<file path="src/rtl/tea_pkg.sv">
// Shared constants, types and the round mixing function of the TEA block cipher.
package tea_pkg;

    localparam int NUM_CELLS = 32;
    localparam int LATENCY = 2 * NUM_CELLS + 1;
    localparam int ROUND_W = 6;
    localparam int CFG_INDEX_W = 3;

    localparam logic [31:0] TEA_DELTA = 32'h9e37_79b9;
    localparam logic [31:0] TEA_SHORT_SUM = 32'he377_9b90;
    localparam logic [31:0] TEA_LONG_SUM = 32'hc6ef_3720;
    localparam logic [ROUND_W-1:0] SHORT_ROUNDS = ROUND_W'(16);
    localparam logic [ROUND_W-1:0] LONG_ROUNDS = ROUND_W'(32);

    localparam logic [CFG_INDEX_W-1:0] CFG_KEY_WORD_0 = 3'd0;
    localparam logic [CFG_INDEX_W-1:0] CFG_KEY_WORD_1 = 3'd1;
    localparam logic [CFG_INDEX_W-1:0] CFG_KEY_WORD_2 = 3'd2;
    localparam logic [CFG_INDEX_W-1:0] CFG_KEY_WORD_3 = 3'd3;
    localparam logic [CFG_INDEX_W-1:0] CFG_LONG_MODE = 3'd4;

    typedef struct packed {
        logic [31:0] word_0;
        logic [31:0] word_1;
        logic [31:0] word_2;
        logic [31:0] word_3;
    } key_t;

    typedef struct packed {
        logic               decrypt;
        logic [ROUND_W-1:0] rounds_left;
        logic [31:0]        sum;
        logic [31:0]        left;
        logic [31:0]        right;
    } stage_t;

    function automatic logic [31:0] tea_mix(
        input logic [31:0] x,
        input logic [31:0] sum,
        input logic [31:0] ka,
        input logic [31:0] kb
    );
        tea_mix = ((x << 4) + ka) ^ (x + sum) ^ ((x >> 5) + kb);
    endfunction

endpackage

</file>
<file path="src/rtl/tea_round_cell.sv">
// One TEA round as two registered half-round stages in the cell chain.
module tea_round_cell (
    input  logic          clk,
    input  logic          rst_n,
    input  tea_pkg::key_t key,
    input  logic          in_valid,
    input  tea_pkg::stage_t in_stage,
    output logic          out_valid,
    output tea_pkg::stage_t out_stage
);
    import tea_pkg::*;

    logic   mid_valid_reg;
    stage_t mid_reg;
    stage_t mid_next;
    logic   out_valid_reg;
    stage_t out_reg;
    stage_t out_next;

    always_comb
    begin
        mid_next = in_stage;
        if (in_stage.rounds_left != '0)
        begin
            if (in_stage.decrypt)
            begin
                mid_next.right = in_stage.right
                    - tea_mix(in_stage.left, in_stage.sum, key.word_2, key.word_3);
            end
            else
            begin
                mid_next.left = in_stage.left
                    + tea_mix(in_stage.right, in_stage.sum, key.word_0, key.word_1);
            end
        end
    end

    always_comb
    begin
        out_next = mid_reg;
        if (mid_reg.rounds_left != '0)
        begin
            if (mid_reg.decrypt)
            begin
                out_next.left = mid_reg.left
                    - tea_mix(mid_reg.right, mid_reg.sum, key.word_0, key.word_1);
                out_next.sum = mid_reg.sum - TEA_DELTA;
            end
            else
            begin
                out_next.right = mid_reg.right
                    + tea_mix(mid_reg.left, mid_reg.sum, key.word_2, key.word_3);
                out_next.sum = mid_reg.sum + TEA_DELTA;
            end
            out_next.rounds_left = mid_reg.rounds_left - ROUND_W'(1);
        end
    end

    always_ff @(posedge clk or negedge rst_n)
    begin
        if (!rst_n)
        begin
            mid_valid_reg <= 1'b0;
            out_valid_reg <= 1'b0;
        end
        else
        begin
            mid_valid_reg <= in_valid;
            out_valid_reg <= mid_valid_reg;
        end
    end

    always_ff @(posedge clk)
    begin
        mid_reg <= mid_next;
        out_reg <= out_next;
    end

    assign out_valid = out_valid_reg;
    assign out_stage = out_reg;

endmodule

</file>
<file path="config.mk">
export PLATFORM = sky130hd
export DESIGN_NAME = tea_round_cell
export DESIGN_NICKNAME = d
export VERILOG_FILES = /design/src/rtl/tea_pkg.sv /design/src/rtl/tea_round_cell.sv
export SDC_FILE = /design/constraint.sdc
export NUM_CORES = 1
export LEC_CHECK = 0
export BUFFER_PORTS_ARGS = -buffer_cell sky130_fd_sc_hd__buf_2
export CAP_MARGIN = 20
export CORE_AREA = 2 2 253 255
export CTS_CLUSTER_SIZE = 12
export DETAILED_ROUTE_END_ITERATION = 8
export DIE_AREA = 0 0 255 257
export GPL_ROUTABILITY_DRIVEN = 0
export PLACE_DENSITY = 0.69
export SYNTH_ARGS = -nofsm -noshare
export SYNTH_HDL_FRONTEND = slang
export SYNTH_SLANG_ARGS = --single-unit
export TNS_END_PERCENT = 5
</file>
<file path="constraint.sdc">
create_clock -name clk -period 8.1 [get_ports clk]
set_input_delay 1.62 -clock clk [delete_from_list [all_inputs] [get_ports clk]]
set_output_delay 1.62 -clock clk [all_outputs]
set_load 0.05 [all_outputs]
</file>
Word-level counts from Yosys, hierarchy flattened
Cells that the tools add are included.
- register bits after elaboration: 208
- input port bits: 234
- $add $sub $neg: 19
- bitwise logic cells: 8
- reductions and logical operators: 2
- mux-type cells: 7
- operator list (operator ; count):
    32-bit adder ; 10
    32-bit bitwise XOR ; 8
    32-bit two-way mux ; 5
    27-bit by 32-bit adder with 32-bit output ; 4
    102-bit two-way mux ; 1
    64-bit two-way mux ; 1
    32-bit subtractor ; 2
    32-bit adder, second input constant ; 1
    32-bit subtractor, second input constant ; 1
    6-bit nonzero test ; 2
    6-bit by 1-bit subtractor with 6-bit output, second input constant ; 1

Longest topological paths before layout
Gate-level depths: netlist (run 1).
- depth after elaboration: 6
- depth in mapped cells: 27
- depth with buffers taken out: 27

Worst setup path after synthesis (run 1)
OpenSTA, ideal clock, no wires.
- kind: in2reg
- start point: in key[64] (netlist bit)
- end point: reg mid_reg[63] (netlist bit)
- stages: 26
- arrival: 6634 ps
- data required time: 8028 ps
- path slack: 1394 ps
- path through: ha_1 -> fa_1 -> a21o_1 -> a21o_1 -> a21o_1 -> a2111oi_4 -> o31ai_2 -> a21oi_2 -> nand2_1 -> a41oi_1 -> o21ai_0 -> xor2_1 -> xnor2_1 -> ha_1 -> a21oi_1 -> a21boi_0 -> o21a_1 -> o32ai_1 -> a2111oi_0 -> o31ai_1 -> a21oi_1 -> xnor2_1 -> xnor2_1 -> xnor3_1 -> nor2_1 -> xor2_1
- RTL lines (what ; RTL line ; text):
    from (decl) ; tea_round_cell.sv:5 ; input tea_pkg::key_t key,
    to (signal assigned) ; tea_round_cell.sv:75 ; mid_reg <= mid_next;
    to (decl) ; tea_round_cell.sv:14 ; stage_t mid_reg;

==> flow_summary.json, run 1 <==
{
  "status": "complete, no violations",
  "h-tree-depth": 1,
  "grt_pass1_wl_um": 167000,
  "min_from": "mid_valid_reg$_DFF_PN0_",
  "ys_ff_latch": 208,
  "final_nets": 4984,
  "yosysTopAreaCellShare_pct": 20.4,
  "yosysMostFrequentCell": "xnor2_1",
  "io_pins": 338,
  "ys.warnings.count": 0,
  "worstMarginPinSlew_ns": 0.953,
  "reg2reg_from": "mid_reg[6]$_DFF_P_",
  "antenna_left": 0,
  "tns_ns": 0,
  "root_buffer": "clkbuf_16",
  "hold_viol": 0,
  "cts_tree": "built",
  "ys_async_sr_fraction_pct": 0.962,
  "cts_buffers": 27,
  "setup_violations": 0,
  "yosysSeqAreaShare_pct": 13.4,
  "maxSlewViolCount": 0,
  "grt_use_met3_pct": 4.91,
  "layout-drive-gt1-share_pct": 10.8,
  "hold_class": "flip-flop to flip-flop",
  "maxCapViolCount": 0,
  "startpoint": "in_stage[5]",
  "fin_crit_ns": 7.22,
  "hpwl_um": 96400,
  "cp.required_ns": 8.61,
  "reg2reg_slack_ns": 1.75,
  "cts_setup_buffers": 0,
  "port_buffers": 337,
  "multi_input_area_um2": 26300,
  "grt_usage_pct": 33.5,
  "register_area_um2": 4170,
  "reg2reg_depth": 24,
  "cp.arrival_ns": 7.73,
  "drt_wl_total_um": 114000,
  "synth_flop_cell": "dfxtp_1",
  "worstHoldPathCells": 0,
  "grt_overflow": 0,
  "cp-endpoint": "mid_reg[63]$_DFF_P_",
  "path_clk_slew_ns": 0.06,
  "rsz0062_at_grt": "no",
  "path_class": "input pin to flip-flop",
  "regToRegEndpoint": "out_stage[63]$_DFF_P_",
  "remaining_drc_errors": 0,
  "gr-max-usage-layer": "met2",
  "hold_slack_ns": 0.359,
  "start_util_pct": 49.5,
  "start_kind": "input pin",
  "ys_types": 86,
  "area_growth_pct": 11.7,
  "grt_util_met1_pct": 46.7,
  "initialDrtViolationCount": 3076,
  "synth.area.top_cells": "ha_1 (20%), xnor2_1 (17%), dfxtp_1 (13%)",
  "max_freq_mhz": 138,
  "grt_pass1_vias": 29126,
  "worstPathMaxFanout": 6,
  "syn-instance-count": 3902,
  "die_w_um": 255,
  "synth.largest_area_cell": "ha_1",
  "hold_buffers": 0,
  "slew_headroom_pct": 35.9,
  "netlist_area_um2": 31100,
  "wl_per_cell_um": 22.3,
  "synth_commonest_cells": "xnor2_1 (598), ha_1 (506), a21oi_1 (404), nand2_1 (326), o21ai_0 (293)",
  "synth_edf_count": 0,
  "grt_max_degree": 65,
  "firstDrtPassIters": 5,
  "fin_skew_ns": 0.0216,
  "endpoint_kind": "flip-flop",
  "vias": 31116,
  "fin_util_pct": 55.3,
  "syn-num-nets": 4659,
  "finalCritPeriodShare_pct": 89.2,
  "die_h_um": 257,
  "antenna_found_initial": 15,
  "clock_latency_ns": 0.58,
  "core-area_um2": 62700,
  "core.rowCount": 92,
  "met2_usage_pct": 51.5,
  "cts.sinks": 208,
  "cts-resized-gates": 0,
  "cts_buffer_depth": 3,
  "vias_per_cell": 6.10,
  "fillers": 6043,
  "die_area_um2": 65500,
  "avgSynthCellArea_um2": 7.96
}
[critical path, cell delays in order]
cell and delay [ns]:
buf_2 0.16, ha_1 0.24, fa_1 0.42, a21o_1 0.17, a21o_1 0.19, a21o_1 0.22, a2111oi_4 0.39, o31ai_2 0.13
a21oi_2 0.22, nand2_1 0.08, a41oi_1 0.30, o21ai_0 0.18, xor2_1 0.20, xnor2_1 0.14, ha_1 0.39, a21oi_1 0.13
a21boi_0 0.19, o21a_1 0.13, o32ai_1 0.09, a2111oi_0 0.77, o31ai_1 0.19, a21oi_1 0.21, xnor2_1 0.15, xnor2_1 0.14
xnor3_1 0.41, nor2_1 0.12, xor2_1 0.14
[worst min-delay path by stage]
| stage | endpoint | slack, ns |
|---|---|---|
| after detailed placement | out_valid$_DFF_PN0_ | 0.34 |
| after global routing | out_valid$_DFF_PN0_ | 0.38 |
| final | out_valid$_DFF_PN0_ | 0.36 |
| after floorplan | out_valid$_DFF_PN0_ | 0.33 |
| after CTS | out_valid$_DFF_PN0_ | 0.36 |
| after global placement | out_valid$_DFF_PN0_ | 0.34 |
[layout make-up]
class	instances	area share (%)
tap	846	3.05
clock inverter	13	0.559
multi-input combinational	3535	75.8
sequential	208	12.0
antenna	12	0.0865
clock buffer	35	2.18
inverter	107	1.16
timing repair buffer	348	5.10
[cells in the final DEF, fill, tap and decap left out, types with 40 or more instances in the layout]
| master | n |
|---|---|
| xnor2_1 | 598 |
| ha_1 | 506 |
| a21oi_1 | 404 |
| buf_2 | 337 |
| nand2_1 | 323 |
| o21ai_0 | 293 |
| a21o_1 | 280 |
| dfxtp_1 | 206 |
| nor2_1 | 203 |
| xor2_1 | 133 |
| inv_1 | 107 |
| nand3_1 | 69 |
| nand2b_1 | 62 |
| o21a_1 | 59 |
| nor3_1 | 50 |
| nor2b_1 | 48 |
| a31oi_1 | 42 |
| o21bai_1 | 40 |
[routing by layer]
layer | share of wire, % | routed length [um]
met5 | 0 | 0
met4 | 4.1 | 4700
met3 | 11 | 12900
met2 | 43 | 48500
met1 | 42 | 47700
[stage by stage]
step           area (um2)  cells  setup slack (ns)
4_1_cts             34700   5092              1.02
3_5_place_dp        33700   5044             0.423
6_report            34700   5104             0.879
5_1_grt             34700   5101             0.592
2_1_floorplan       31100   3902              1.39
3_3_place_gp        33700   5044             0.471
[kinds of logic (layout without fill, tap and decap cells)]
kind of cell             Yosys count  after routing  share of synthesized area, %
AO/OA/AOI/OAI                   1363           1363                          28.0
XOR/XNOR                         740            740                          21.3
adder cells (fa/ha/maj)          523            523                          21.5
buffers and inverters            159            503                          1.94
flip-flops                       208            208                          13.4
multiplexers                       7              7                         0.254
other                              0             12                             0
AND/OR/NAND/NOR                  902            902                          13.6
Power of run 1 is not shown: default switching activity piles up to over one toggle a cycle in this logic, so the estimate is an artifact.
==> inputs of run 2 (changes only) <==
--- a/config.mk
+++ b/config.mk
@@ -8,4 +8,6 @@
 export BUFFER_PORTS_ARGS = -buffer_cell sky130_fd_sc_hd__buf_2
 export CAP_MARGIN = 20
+export CELL_PAD_IN_SITES_DETAIL_PLACEMENT = 1
+export CELL_PAD_IN_SITES_GLOBAL_PLACEMENT = 1
 export CORE_AREA = 2 2 253 255
 export CTS_CLUSTER_SIZE = 12
@@ -13,5 +15,5 @@
 export DIE_AREA = 0 0 255 257
 export GPL_ROUTABILITY_DRIVEN = 0
-export PLACE_DENSITY = 0.69
+export PLACE_DENSITY_LB_ADDON = 0.1
 export SYNTH_ARGS = -nofsm -noshare
 export SYNTH_HDL_FRONTEND = slang
==> constraint.sdc (replaced) <==
create_clock -name clk -period 8.1 [get_ports clk]
set_input_delay 1.62 -clock clk [delete_from_list [all_inputs] [get_ports clk]]
set_output_delay 1.62 -clock clk [all_outputs]
set_load 0.02 [all_outputs]
==> flow_summary.json, run 2 (synthesized netlist as in run 1, its figures left out) <==
{
  "status": "complete, no violations",
  "cp.arrival_ns": 7.82,
  "wl_per_cell_um": 24.7,
  "layout_common_cells": "xnor2_1 (598), ha_1 (506), a21oi_1 (404)",
  "cts_tree": "built",
  "path_clk_slew_ns": 0.06,
  "die_w_um": 255,
  "die_h_um": 257,
  "grt_usage_pct": 37.1,
  "tns_ns": 0,
  "root_buffer": "clkbuf_16",
  "final_common_cell": "xnor2_1",
  "worstMarginPinSlew_ns": 0.876,
  "fin_skew_ns": 0.0277,
  "die_area_um2": 65500,
  "max_freq_mhz": 136,
  "crit_path_max_incr_delay_ns": 0.75,
  "start_util_pct": 49.5,
  "hpwl_um": 107000,
  "core.rowCount": 92,
  "layout-drive-gt1-share_pct": 10.7,
  "remaining_drc_errors": 0,
  "grt_pass1_vias": 31934,
  "grt_max_degree": 65,
  "finalCritPeriodShare_pct": 90.6,
  "cts_buffer_depth": 3,
  "setup_violations": 0,
  "antenna_left": 0,
  "fin_util_pct": 55.2,
  "layout.cells.non_filler": 5097,
  "antenna_found_initial": 10,
  "slew_headroom_pct": 41.6,
  "maxCapViolCount": 0,
  "fillers": 7935,
  "area_growth_pct": 11.5,
  "core-area_um2": 62700,
  "cts_buffers": 25,
  "h-tree-depth": 1,
  "maxSlewViolCount": 0,
  "dpl.cell_count": 5045,
  "io_pins": 338,
  "grt_overflow": 0,
  "start_kind": "input pin",
  "path_class": "input pin to flip-flop",
  "cts-resized-gates": 0,
  "firstDrtPassIters": 5,
  "cp.buffers_inverters": 1,
  "clock_latency_ns": 0.57,
  "cp.required_ns": 8.59,
  "rsz0062_at_grt": "no",
  "cts_setup_buffers": 0,
  "final_nets": 4983,
  "cts.sinks": 208,
  "endpoint_kind": "flip-flop",
  "worstPathMaxFanout": 6,
  "hold_class": "flip-flop to flip-flop",
  "path_delay_family": "compound AO/OA/AOI/OAI gates",
  "drt_wl_total_um": 126000,
  "vias_per_cell": 6.26,
  "grt_pass1_wl_um": 185000,
  "fin_crit_ns": 7.34,
  "initialDrtViolationCount": 2300,
  "cp_slowest_cell": "a2111oi_0",
  "vias": 31920,
  "hold_buffers": 0,
  "port_buffers": 337,
  "hold_viol": 0
}
## run 2: cell count changes in the layout (fill, tap and decap cells not counted), sizes merged
cell / before / now
diode: 12 / 8
clkinv: 4 / 3
clkinvlp: 4 / 1
buf: 348 / 349
## run 2: metal layers
layer / routed length, um / vias to the layer above / track usage [%]
li1: - / 14879 / -
met1: 54700 / 15546 / 51.5
met2: 55600 / 1274 / 59.3
met3: 11500 / 221 / 4.38
met4: 4220 / 0 / 12.0
met5: 0 / - / 0
## run 2: path summary, 6_finish.rpt
check                      slack [ns]  depth (start not counted)                    start                      end
hold reg to reg                  0.36                          0  mid_valid_reg$_DFF_PN0_      out_valid$_DFF_PN0_
setup reg to reg                 1.28                         23       mid_reg[2]$_DFF_P_    out_stage[63]$_DFF_P_
min in group asynchronous        0.84                          1                    rst_n      out_valid$_DFF_PN0_
setup / recovery                 0.76                         27              in_stage[5]      mid_reg[63]$_DFF_P_
hold / removal                   0.36                          0  mid_valid_reg$_DFF_PN0_      out_valid$_DFF_PN0_
max in group asynchronous        7.17                          1                    rst_n  mid_valid_reg$_DFF_PN0_
## run 2: through the flow
step           setup slack, ns  hold WS (ns)  instance area [um2]
2_1_floorplan             1.39         0.331                31100
3_3_place_gp             0.413         0.341                33700
3_5_place_dp             0.264         0.336                33700
4_1_cts                  0.842         0.362                34600
5_1_grt                  0.422         0.365                34600
6_report                 0.765         0.355                34600
## run 2: area by class of cell
class	count	area, um2	area share, %
Tap cell	846	1060	3.06
Sequential cell	208	4170	12.1
Clock buffer	35	733	2.12
Timing Repair Buffer	349	1780	5.13
Multi-Input combinational cell	3535	26300	76.0
Clock inverter	9	155	0.448
Inverter	107	402	1.16
Antenna cell	8	20.0	0.0578
Power of run 2 is left out for the same reason.
